File: src/rtl/illm_pkg.sv
// ----------------------------------------------------------------------------
// illm_pkg
// Constants, codes and controller/datapath interface types of the linked
// list manager.
// ----------------------------------------------------------------------------
package illm_pkg;

  localparam int POOL_SIZE   = 1024;
  localparam int VALUE_WIDTH = 32;
  localparam int ADDR_W      = $clog2(POOL_SIZE);
  localparam int NUM_W       = 11;
  localparam int DATA_W      = 32;
  localparam int CMD_W       = 2;
  localparam int ST_W        = 2;

  // Command codes
  localparam logic [CMD_W-1:0] CMD_INS_HEAD  = 2'd0;
  localparam logic [CMD_W-1:0] CMD_INS_AFTER = 2'd1;
  localparam logic [CMD_W-1:0] CMD_DEL_AFTER = 2'd2;
  localparam logic [CMD_W-1:0] CMD_READ      = 2'd3;

  // Status codes
  localparam logic [ST_W-1:0] ST_OK    = 2'd0;
  localparam logic [ST_W-1:0] ST_FULL  = 2'd1;
  localparam logic [ST_W-1:0] ST_RANGE = 2'd2;

  typedef enum logic [1:0] {
    LRD_K,
    LRD_HEAD,
    LRD_LINK
  } lrd_sel_e;

  typedef enum logic [1:0] {
    LWR_NEW_HEAD,
    LWR_NEW_LINK,
    LWR_K_NEW,
    LWR_K_LINK
  } lwr_sel_e;

  typedef enum logic {
    HD_NEW,
    HD_LINK
  } head_sel_e;

  typedef struct packed {
    logic      cap;
    logic      chk;
    logic      lrd_en;
    lrd_sel_e  lrd_sel;
    logic      vrd_en;
    logic      lwr_en;
    lwr_sel_e  lwr_sel;
    logic      vwr_en;
    logic      head_en;
    head_sel_e head_sel;
    logic      cnt_inc;
    logic      out_load;
  } ctl_cmd_t;

  typedef struct packed {
    logic [CMD_W-1:0] cmd;
    logic             k_zero;
    logic             k_too_big;
    logic             full;
    logic             head_zero;
    logic             link_zero;
    logic             out_free;
  } dp_stat_t;

endpackage

File: src/rtl/illm_ctrl.sv
// ----------------------------------------------------------------------------
// illm_ctrl
// Command sequencer: walks each command through its link memory reads and
// writes, then hands the result word to the output register.
// ----------------------------------------------------------------------------
module illm_ctrl
  import illm_pkg::*;
(
  input  logic     clk_i,
  input  logic     rst_ni,
  input  logic     in_valid_i,
  output logic     in_ready_o,
  input  dp_stat_t stat_i,
  output ctl_cmd_t ctl_o
);

  localparam logic [2:0] S_IDLE     = 3'd0;
  localparam logic [2:0] S_DECODE   = 3'd1;
  localparam logic [2:0] S_INS_A    = 3'd2;
  localparam logic [2:0] S_INS_B    = 3'd3;
  localparam logic [2:0] S_DEL_HEAD = 3'd4;
  localparam logic [2:0] S_DEL_Q    = 3'd5;
  localparam logic [2:0] S_DEL_WR   = 3'd6;
  localparam logic [2:0] S_RESP     = 3'd7;

  logic [2:0] state_q, state_d;

  always_ff @(posedge clk_i or negedge rst_ni) begin
    if (!rst_ni) begin
      state_q <= S_IDLE;
    end else begin
      state_q <= state_d;
    end
  end

  always_comb begin
    state_d        = state_q;
    in_ready_o     = 1'b0;
    ctl_o.cap      = 1'b0;
    ctl_o.chk      = 1'b0;
    ctl_o.lrd_en   = 1'b0;
    ctl_o.lrd_sel  = LRD_K;
    ctl_o.vrd_en   = 1'b0;
    ctl_o.lwr_en   = 1'b0;
    ctl_o.lwr_sel  = LWR_NEW_HEAD;
    ctl_o.vwr_en   = 1'b0;
    ctl_o.head_en  = 1'b0;
    ctl_o.head_sel = HD_NEW;
    ctl_o.cnt_inc  = 1'b0;
    ctl_o.out_load = 1'b0;
    case (state_q)
      S_IDLE: begin
        in_ready_o = 1'b1;
        if (in_valid_i) begin
          ctl_o.cap = 1'b1;
          state_d   = S_DECODE;
        end
      end
      S_DECODE: begin
        ctl_o.chk = 1'b1;
        state_d   = S_RESP;
        if (!stat_i.k_too_big) begin
          if (stat_i.cmd inside {CMD_INS_HEAD, CMD_INS_AFTER}) begin
            if (!stat_i.full) begin
              if (stat_i.cmd == CMD_INS_HEAD || stat_i.k_zero) begin
                ctl_o.vwr_en   = 1'b1;
                ctl_o.lwr_en   = 1'b1;
                ctl_o.lwr_sel  = LWR_NEW_HEAD;
                ctl_o.head_en  = 1'b1;
                ctl_o.head_sel = HD_NEW;
                ctl_o.cnt_inc  = 1'b1;
              end else begin
                ctl_o.lrd_en = 1'b1;
                ctl_o.lrd_sel = LRD_K;
                state_d      = S_INS_A;
              end
            end
          end else if (stat_i.cmd == CMD_DEL_AFTER) begin
            if (stat_i.k_zero) begin
              if (!stat_i.head_zero) begin
                ctl_o.lrd_en  = 1'b1;
                ctl_o.lrd_sel = LRD_HEAD;
                state_d       = S_DEL_HEAD;
              end
            end else begin
              ctl_o.lrd_en  = 1'b1;
              ctl_o.lrd_sel = LRD_K;
              state_d       = S_DEL_Q;
            end
          end else if (!stat_i.k_zero) begin
            ctl_o.lrd_en  = 1'b1;
            ctl_o.lrd_sel = LRD_K;
            ctl_o.vrd_en  = 1'b1;
          end
        end
      end
      S_INS_A: begin
        // new node takes over the successor of node k
        ctl_o.vwr_en  = 1'b1;
        ctl_o.lwr_en  = 1'b1;
        ctl_o.lwr_sel = LWR_NEW_LINK;
        state_d       = S_INS_B;
      end
      S_INS_B: begin
        ctl_o.lwr_en  = 1'b1;
        ctl_o.lwr_sel = LWR_K_NEW;
        ctl_o.cnt_inc = 1'b1;
        state_d       = S_RESP;
      end
      S_DEL_HEAD: begin
        ctl_o.head_en  = 1'b1;
        ctl_o.head_sel = HD_LINK;
        state_d        = S_RESP;
      end
      S_DEL_Q: begin
        state_d = S_RESP;
        if (!stat_i.link_zero) begin
          ctl_o.lrd_en  = 1'b1;
          ctl_o.lrd_sel = LRD_LINK;
          state_d       = S_DEL_WR;
        end
      end
      S_DEL_WR: begin
        ctl_o.lwr_en  = 1'b1;
        ctl_o.lwr_sel = LWR_K_LINK;
        state_d       = S_RESP;
      end
      S_RESP: begin
        // hold until the output register can take the word
        if (stat_i.out_free) begin
          ctl_o.out_load = 1'b1;
          state_d        = S_IDLE;
        end
      end
      default: begin
        state_d = S_IDLE;
      end
    endcase
  end

endmodule

File: config.mk
export PLATFORM = sky130hd
export DESIGN_NAME = illm_ctrl
export DESIGN_NICKNAME = d
export VERILOG_FILES = /design/src/rtl/illm_pkg.sv /design/src/rtl/illm_ctrl.sv
export SDC_FILE = /design/constraint.sdc
export NUM_CORES = 1
export LEC_CHECK = 0
export BUFFER_PORTS_ARGS = -buffer_cell sky130_fd_sc_hd__buf_2
export CAP_MARGIN = 20
export CORE_AREA = 2 2 39 41
export DETAILED_ROUTE_END_ITERATION = 10
export DIE_AREA = 0 0 41 43
export PLACE_DENSITY = 0.62
export SLEW_MARGIN = 20
export SYNTH_ARGS = -nofsm -noshare
export SYNTH_HDL_FRONTEND = slang
export SYNTH_SLANG_ARGS = --single-unit
File: constraint.sdc
create_clock -name clk_i -period 1.1 [get_ports clk_i]
set_clock_uncertainty 0.1 [all_clocks]
set_input_delay 0.11 -clock clk_i [delete_from_list [all_inputs] [get_ports clk_i]]
set_output_delay 0.11 -clock clk_i [all_outputs]
set_load 0.02 [all_outputs]
After elaboration in Yosys (flattened, before gate mapping)
Cells that the tools add are included.

storage, ports and cells
  bits in registers = 3
  bits of input ports = 11
  output and inout port bits = 15

cells by class
  eq/ne operators = 11
  multiplexer cells = 37
  reductions and logical operators = 6

operator list
  cell                                                                    count
  3-bit 2-to-1 mux                                                        15
  7-bit 2-to-1 mux                                                        3
  3-bit one-hot mux with 6 select lines                                   1
  3-bit equality test (second input constant)                             4
  3-bit one-hot mux with 4 select lines                                   1
  11-bit 2-to-1 mux                                                       1
  1-bit 2-to-1 mux                                                        10
  3-bit by 2-bit equality test with 1-bit output (second input constant)  2
  3-bit one-hot mux with 2 select lines                                   1
  4-bit 2-to-1 mux                                                        1
  2-bit != test (second input constant)                                   2
  1-bit one-hot mux with 2 select lines                                   2
  2-bit one-hot mux with 2 select lines                                   1
  3-bit by 1-bit equality test with 1-bit output (second input constant)  1
  3-bit logical NOT                                                       1
  3-bit OR reduction                                                      1
  2-bit by 1-bit equality test with 1-bit output (second input constant)  1
  2-bit equality test (second input constant)                             1
  2-bit logical NOT                                                       1
  2-bit 2-to-1 mux                                                        1
  2-bit AND reduction                                                     1
  2-bit nonzero test                                                      1
  1-bit logical OR                                                        1

Depth between registers and ports, before layout
Gate-level depths: netlist of the first run.

  depth in word-level cells = 7
  mapped depth = 5
  mapped depth without buffers = 5

Least setup slack after synthesis of the first run
Ideal clock, no wire load.

  path type = register -> output
  start point = reg state_q[1]
  end point = out ctl_o[3] (netlist bit)
  arrival = 1.448 ns
  required time = 0.890 ns
  slack = -0.558 ns
  cell stages (with the launch flop) = 4
  buffers on the path = 1
  cells stage by stage = dfrtp_1 clkbuf_1 nor3b_1 nand2b_1

RTL lines
  what                      line             source
  start: declaration        illm_ctrl.sv:26  logic [2:0] state_q, state_d;
  start signal: assignment  illm_ctrl.sv:32  state_q <= state_d;
  end: declaration          illm_ctrl.sv:14  output ctl_cmd_t ctl_o

==> flow_metrics.py, run 1 <==
metrics = {
    "grt": {
        "grt_max_degree": 10,
        "grt_usage": 0.153,
        "overflow": 0,
        "grt_pass1_wl_um": 1900,
        "grt_pass1_vias": 487,
        "antenna_found_initial": 0,
    },
    "layout": {
        "drive_above_1_share": 0.725,
        "multi_input_area_um2": 395,
        "area_growth_pct": 150,
        "num_antenna_cells": 0,
        "nFillCells": 122,
        "reg_top3": "state_q: 3 flops",
        "largest-register": "state_q",
        "largest_register_ffs": 3,
        "fin_nets": 103,
        "seq_area_um2": 76.3,
    },
    "die": {
        "die_area_um2": 1760,
        "coreArea_um2": 1380,
        "ios": 26,
        "dieHeight_um": 43,
        "die-width_um": 41,
        "num_rows": 14,
        "start_util": 0.255,
    },
    "clock_network": {
        "cts.sinks": 3,
        "path_clk_slew_ns": 0.04,
        "cts_tree": "built",
        "root_buffer": "clkbuf_4",
        "cts_buffer_depth": 2,
        "cts_inserted_buffers": 3,
        "htree_num_levels": 1,
        "clk_latency_ns": 0.23,
    },
    "timing": {
        "setup_violations": 17,
        "slew_headroom": 0.840,
        "finalHoldViolations": 0,
        "maxSlewViolCount": 0,
        "layout_min_cycle_time_ns": 1.49,
        "rsz0062_at_grt": "true",
        "fmax_ghz": 0.672,
        "fin_crit_sh": 1.35,
        "worstMarginPinSlew_ns": 0.238,
        "timing.final.ws_setup_ns": -0.388,
    },
    "synth": {
        "synth.area.top_cells": "dfrtp_1 21%, nand2b_1 7.1%, nor3_1 7.1%",
        "yosysTopAreaCell": "dfrtp_1",
        "ys_types": 26,
        "ys_warn_count": 0,
        "ys_seq_area_frac": 0.213,
        "syn_inst": 49,
        "synth_top_area_share": 0.213,
        "synth_nets": 60,
        "syn_area_um2": 353,
        "yosys_register_bits": 3,
        "avgSynthCellArea_um2": 7.20,
    },
    "pwr": {
        "powerDensity_nw_per_um2": 2180,
        "total_power_w": 0.00192,
        "max-vdd-ir-drop_uv": 982,
        "leakagePower_nw": 0.411,
    },
    "place": {
        "post-dp-hpwl_um": 925,
        "port_buffers": 25,
        "gp_congestion": 0.733,
        "post-place-ws_ns": -0.217,
    },
    "critical_path": {
        "worst_setup_path_end_kind": "output port",
        "rr_worst_depth": 5,
        "cp_data_arrival_time_ns": 1.28,
        "critical_path_class": "flip-flop to output port",
        "required_ns": 0.89,
        "cp-start-kind": "flip-flop",
        "crit_fanout": 7,
        "r2r-end": "state_q[0]$_DFFE_PN0P_",
        "crit_end": "ctl_o[7]",
        "reg2reg_from": "state_q[0]$_DFFE_PN0P_",
        "crit_path_start": "state_q[0]$_DFFE_PN0P_",
        "r2r_setup_slack_ns": -0.20,
    },
    "drt": {
        "routed_via_density": 5.05,
        "wl_per_cell_um": 10.8,
        "wl_um": 1150,
        "route.vias.total": 540,
        "ant_nets": 0,
        "drt_iter0_drc": 10,
        "dr.pass1.iters": 4,
        "drc": 0,
    },
    "run_status": {
        "violations": "negative setup slack",
        "status": "finished, violations left",
    },
    "min_path": {
        "hold_class": "input pin to flip-flop",
    },
    "run": {
        "maxCapViolations": 0,
    },
}
worst min path at each step:
stage / endpoint / cells past startpoint / from / slack (ns)
after floorplan: state_q[0]$_DFFE_PN0P_ / 0 / rst_ni / -0.29
after global placement: state_q[2]$_DFFE_PN0P_ / 1 / rst_ni / -0.20
after detailed placement: state_q[2]$_DFFE_PN0P_ / 1 / rst_ni / -0.19
after CTS: state_q[2]$_DFFE_PN0P_ / 2 / rst_ni / 0.10
after global routing: state_q[0]$_DFFE_PN0P_ / 2 / rst_ni / 0.13
final: state_q[0]$_DFFE_PN0P_ / 3 / in_valid_i / 0.09
kinds of logic (layout without fill, tap and decap cells):
logic type	after synthesis	after routing	synth area share
xor gates and xnor gates	1	1	0.0248
and+or+nand+nor	26	26	0.447
buffers and inverters	6	48	0.0709
DFF	3	3	0.213
AOI/OAI and AO/OA	13	13	0.245
Yosys cell counts:
cell type	instances
nor3_1	5
o2bb2ai_1	1
nand2b_1	4
or4b_4	1
o41a_1	1
clkinv_1	1
and2_1	3
nor2_1	4
dfrtp_1	3
nand2_1	3
inv_1	2
o31ai_1	1
a31oi_1	1
xor2_1	1
nor4b_1	1
nor3b_1	2
nand2b_4	1
and3_1	1
a22o_1	1
nand3_1	1
o21ai_1	1
a21oi_1	4
o21ai_0	2
buf_2	2
clkbuf_1	1
a31o_1	1
power breakdown:
group	switching [W]	internal (W)	leakage [nW]
registers	0.0000527	0.000162	0.0302
clock network	0.0000622	0.000136	0.0150
logic	0.000741	0.000767	0.366
routing by layer:
metal / vias up / global-route usage / wire length, µm
met3: 0 / 0.0157 / 62
met5: - / 0 / 0
met1: 261 / 0.191 / 433
li1: 264 / - / -
met4: 0 / 0.0400 / 0
met2: 15 / 0.263 / 658
worst max-delay path, stage by stage (launching register included):
cell and delay [ns]:
dfrtp_2 0.43, buf_12 0.15, buf_4 0.13, a31oi_1 0.12, a21oi_1 0.05, buf_2 0.15
area by class of cell:
cell class,instances,area share
Tap cell,16,0.0227
Sequential cell,3,0.0865
Multi-Input combinational cell,40,0.448
Timing Repair Buffer,41,0.394
Inverter,3,0.0184
Clock buffer,4,0.0298
cells in the final DEF (no fill, tap or decap), types with 2 or more instances in the layout:
master / instances
nand2b_4: 3
buf_2: 11
and2_1: 2
nor3b_4: 2
nand2b_1: 2
a21oi_1: 3
nor3_4: 3
clkbuf_4: 3
buf_4: 14
buf_6: 14
nor2_2: 2
dfrtp_1: 2
through the flow:
step	utilization	instances	area [µm²]	hold slack [ns]	TNS, ns
6_report	0.637	107	882	0.0950	-5.18
5_1_grt	0.637	107	882	0.127	-6.17
4_1_cts	0.625	106	865	0.101	-5.28
3_5_place_dp	0.500	99	692	-0.192	-2.07
3_3_place_gp	0.500	99	692	-0.195	-1.95
2_1_floorplan	-	49	480	-0.286	-1.29
what timing repair did:
action                                  in CTS  in global routing
buffers inserted                             2                  1
pin swaps                                    1                  2
gates resized for setup                     35                  4
endpoints found under the hold margin        3                  0
hold buffers                                 1                  0
endpoints found under the setup margin      17                 18
Note: power is estimated with default switching activity, not from simulation.
==> inputs of run 2 (changes only) <==
--- a/config.mk
+++ b/config.mk
@@ -10,7 +10,7 @@
 export CORE_AREA = 2 2 39 41
 export DETAILED_ROUTE_END_ITERATION = 10
 export DIE_AREA = 0 0 41 43
-export PLACE_DENSITY = 0.62
+export PLACE_DENSITY = 0.61
 export SLEW_MARGIN = 20
 export SYNTH_ARGS = -nofsm -noshare
 export SYNTH_HDL_FRONTEND = slang
==> run 2 against run 1 <==
The flow still finishes with violations (negative setup slack). Utilization up 8.4 points. Wire length up 25%. Largest cell class is now buffers. Worst hold slack better by 0.013 ns. First-iteration DRC count down 60%. Sequential power up 7%. Power up 14%.
==> flow_metrics.py, run 2 (synthesis results as in run 1) <==
metrics = {
    "run_status": {
        "status": "finished, violations left",
        "violations": "negative setup slack",
    },
    "grt": {
        "grt_pass1_vias": 560,
        "grt_max_degree": 8,
        "grt_usage": 0.196,
        "busiest_layer": "met2",
        "grtUsageMet1": 0.205,
        "met3_usage": 0.0209,
        "globalRouteMet2Util": 0.328,
        "overflow": 0,
        "grt_pass1_wl_um": 2260,
        "antenna_found_initial": 0,
    },
    "layout": {
        "drive_above_1_share": 0.786,
        "fin_nets": 110,
        "largest-register": "state_q",
        "reg_top3": "state_q: 3 flops",
        "layout_common_cells": "23 x buf_6, 13 x buf_4, 10 x buf_2",
        "instances_no_fill": 114,
        "final_util": 0.722,
        "final_cell_area_um2": 998,
        "num_antenna_cells": 0,
        "largest_register_ffs": 3,
        "area_growth_pct": 183,
        "layout_commonest_cell": "buf_6",
    },
    "die": {
        "die_area_um2": 1760,
        "coreArea_um2": 1380,
        "num_rows": 14,
        "ios": 26,
        "die-width_um": 41,
        "start_util": 0.255,
        "dieHeight_um": 43,
    },
    "clock_network": {
        "htree_num_levels": 1,
        "root_buffer": "clkbuf_4",
        "cts_buffer_depth": 2,
        "cts_tree": "built",
        "clk_latency_ns": 0.23,
        "cts.sinks": 3,
        "path_clk_slew_ns": 0.04,
        "cts_inserted_buffers": 3,
    },
    "pwr": {
        "leakagePower_nw": 0.470,
        "max-vdd-ir-drop_uv": 903,
        "powerDensity_nw_per_um2": 2200,
    },
    "drt": {
        "wl_per_cell_um": 12.7,
        "drt_iter0_drc": 4,
        "route.vias.total": 543,
        "wl_um": 1450,
        "ant_nets": 0,
        "dr.pass1.iters": 4,
        "drc": 0,
        "routed_via_density": 4.76,
    },
    "timing": {
        "slew_headroom": 0.843,
        "finalSetupTns_ns": -5.22,
        "worstMarginPinSlew_ns": 0.233,
        "finalHoldViolations": 0,
        "layout_min_cycle_time_ns": 1.49,
        "setup_violations": 17,
        "fmax_ghz": 0.672,
        "timing.final.ws_setup_ns": -0.389,
        "holdWs_ns": 0.108,
        "rsz0062_at_grt": "true",
        "fin_crit_sh": 1.35,
        "maxSlewViolCount": 0,
    },
    "critical_path": {
        "cp_num_buf_inv": 2,
        "worst_setup_path_end_kind": "output port",
        "required_ns": 0.89,
        "critical_path_class": "flip-flop to output port",
        "cp_cell_sequence": "buf_12 -> nand2_4 -> nor3_4 -> a31o_1 -> buf_6",
        "cp-start-kind": "flip-flop",
        "crit_family": "flip-flops",
        "cp_slowest_cell": "dfrtp_2",
        "cp_data_arrival_time_ns": 1.28,
        "crit_fanout": 7,
        "cpPeakStageDelay_ns": 0.44,
    },
    "place": {
        "dp.cells": 100,
        "place_area_um2": 699,
        "port_buffers": 25,
        "post-dp-hpwl_um": 947,
        "gp_congestion": 0.794,
    },
    "min_path": {
        "hold_class": "input pin to async pin",
    },
    "run": {
        "maxCapViolations": 0,
    },
}
-- run 2: cell types whose count changed in the layout (fill, tap and decap cells not counted), sizes merged --
cell | before | now
buf | 40 | 47
-- run 2: what timing repair did --
action	in CTS	in global routing
setup endpoints to repair	17	18
gates resized for setup	41	14
endpoints found under the hold margin	3	0
hold buffers	1	0
pin swaps	5	8
buffers inserted	2	7
-- run 2: worst paths after layout --
check                                       startpoint                      to  slack (ns)  cells after the start
worst max-delay path            state_q[0]$_DFFE_PN0P_               ctl_o[11]       -0.39                      5
worst min-delay path                            rst_ni  state_q[2]$_DFFE_PN0P_        0.11                      2
worst max register to register  state_q[1]$_DFFE_PN0P_  state_q[0]$_DFFE_PN0P_       -0.34                      6
worst min register to register  state_q[2]$_DFFE_PN0P_  state_q[1]$_DFFE_PN0P_        0.65                      3
max in group asynchronous                       rst_ni  state_q[0]$_DFFE_PN0P_        0.67                      2
min in group clk_i                          in_valid_i  state_q[0]$_DFFE_PN0P_        0.12                      3
-- run 2: area by class of cell --
cell class | count | area, µm²
Inverter | 3 | 16.3
Fill cell | 102 | 385
Sequential cell | 3 | 76.3
Tap cell | 16 | 20.0
Timing Repair Buffer | 48 | 437
Clock buffer | 4 | 26.3
Multi-Input combinational cell | 40 | 423
-- run 2: per-stage QoR --
stage	power (W)	setup WS [ns]
floorplan	0.00104	-0.203
global placement	0.00139	-0.212
detailed placement	0.00140	-0.217
CTS	0.00196	-0.383
global route	0.00234	-0.439
finish	0.00220	-0.389
-- run 2: report_power, final --
group | internal, W | switching, W | total [W]
Combinational | 0.000952 | 0.000824 | 0.00178
Sequential | 0.000161 | 0.0000686 | 0.000230
Clock | 0.000136 | 0.0000561 | 0.000192
Total | 0.00125 | 0.000948 | 0.00220
-- run 2: per-layer routing --
metal  wire [µm]  up-vias
met1         513      245
met5           0        -
met4          56        0
met2         824       21
met3          50        4
li1            -      273
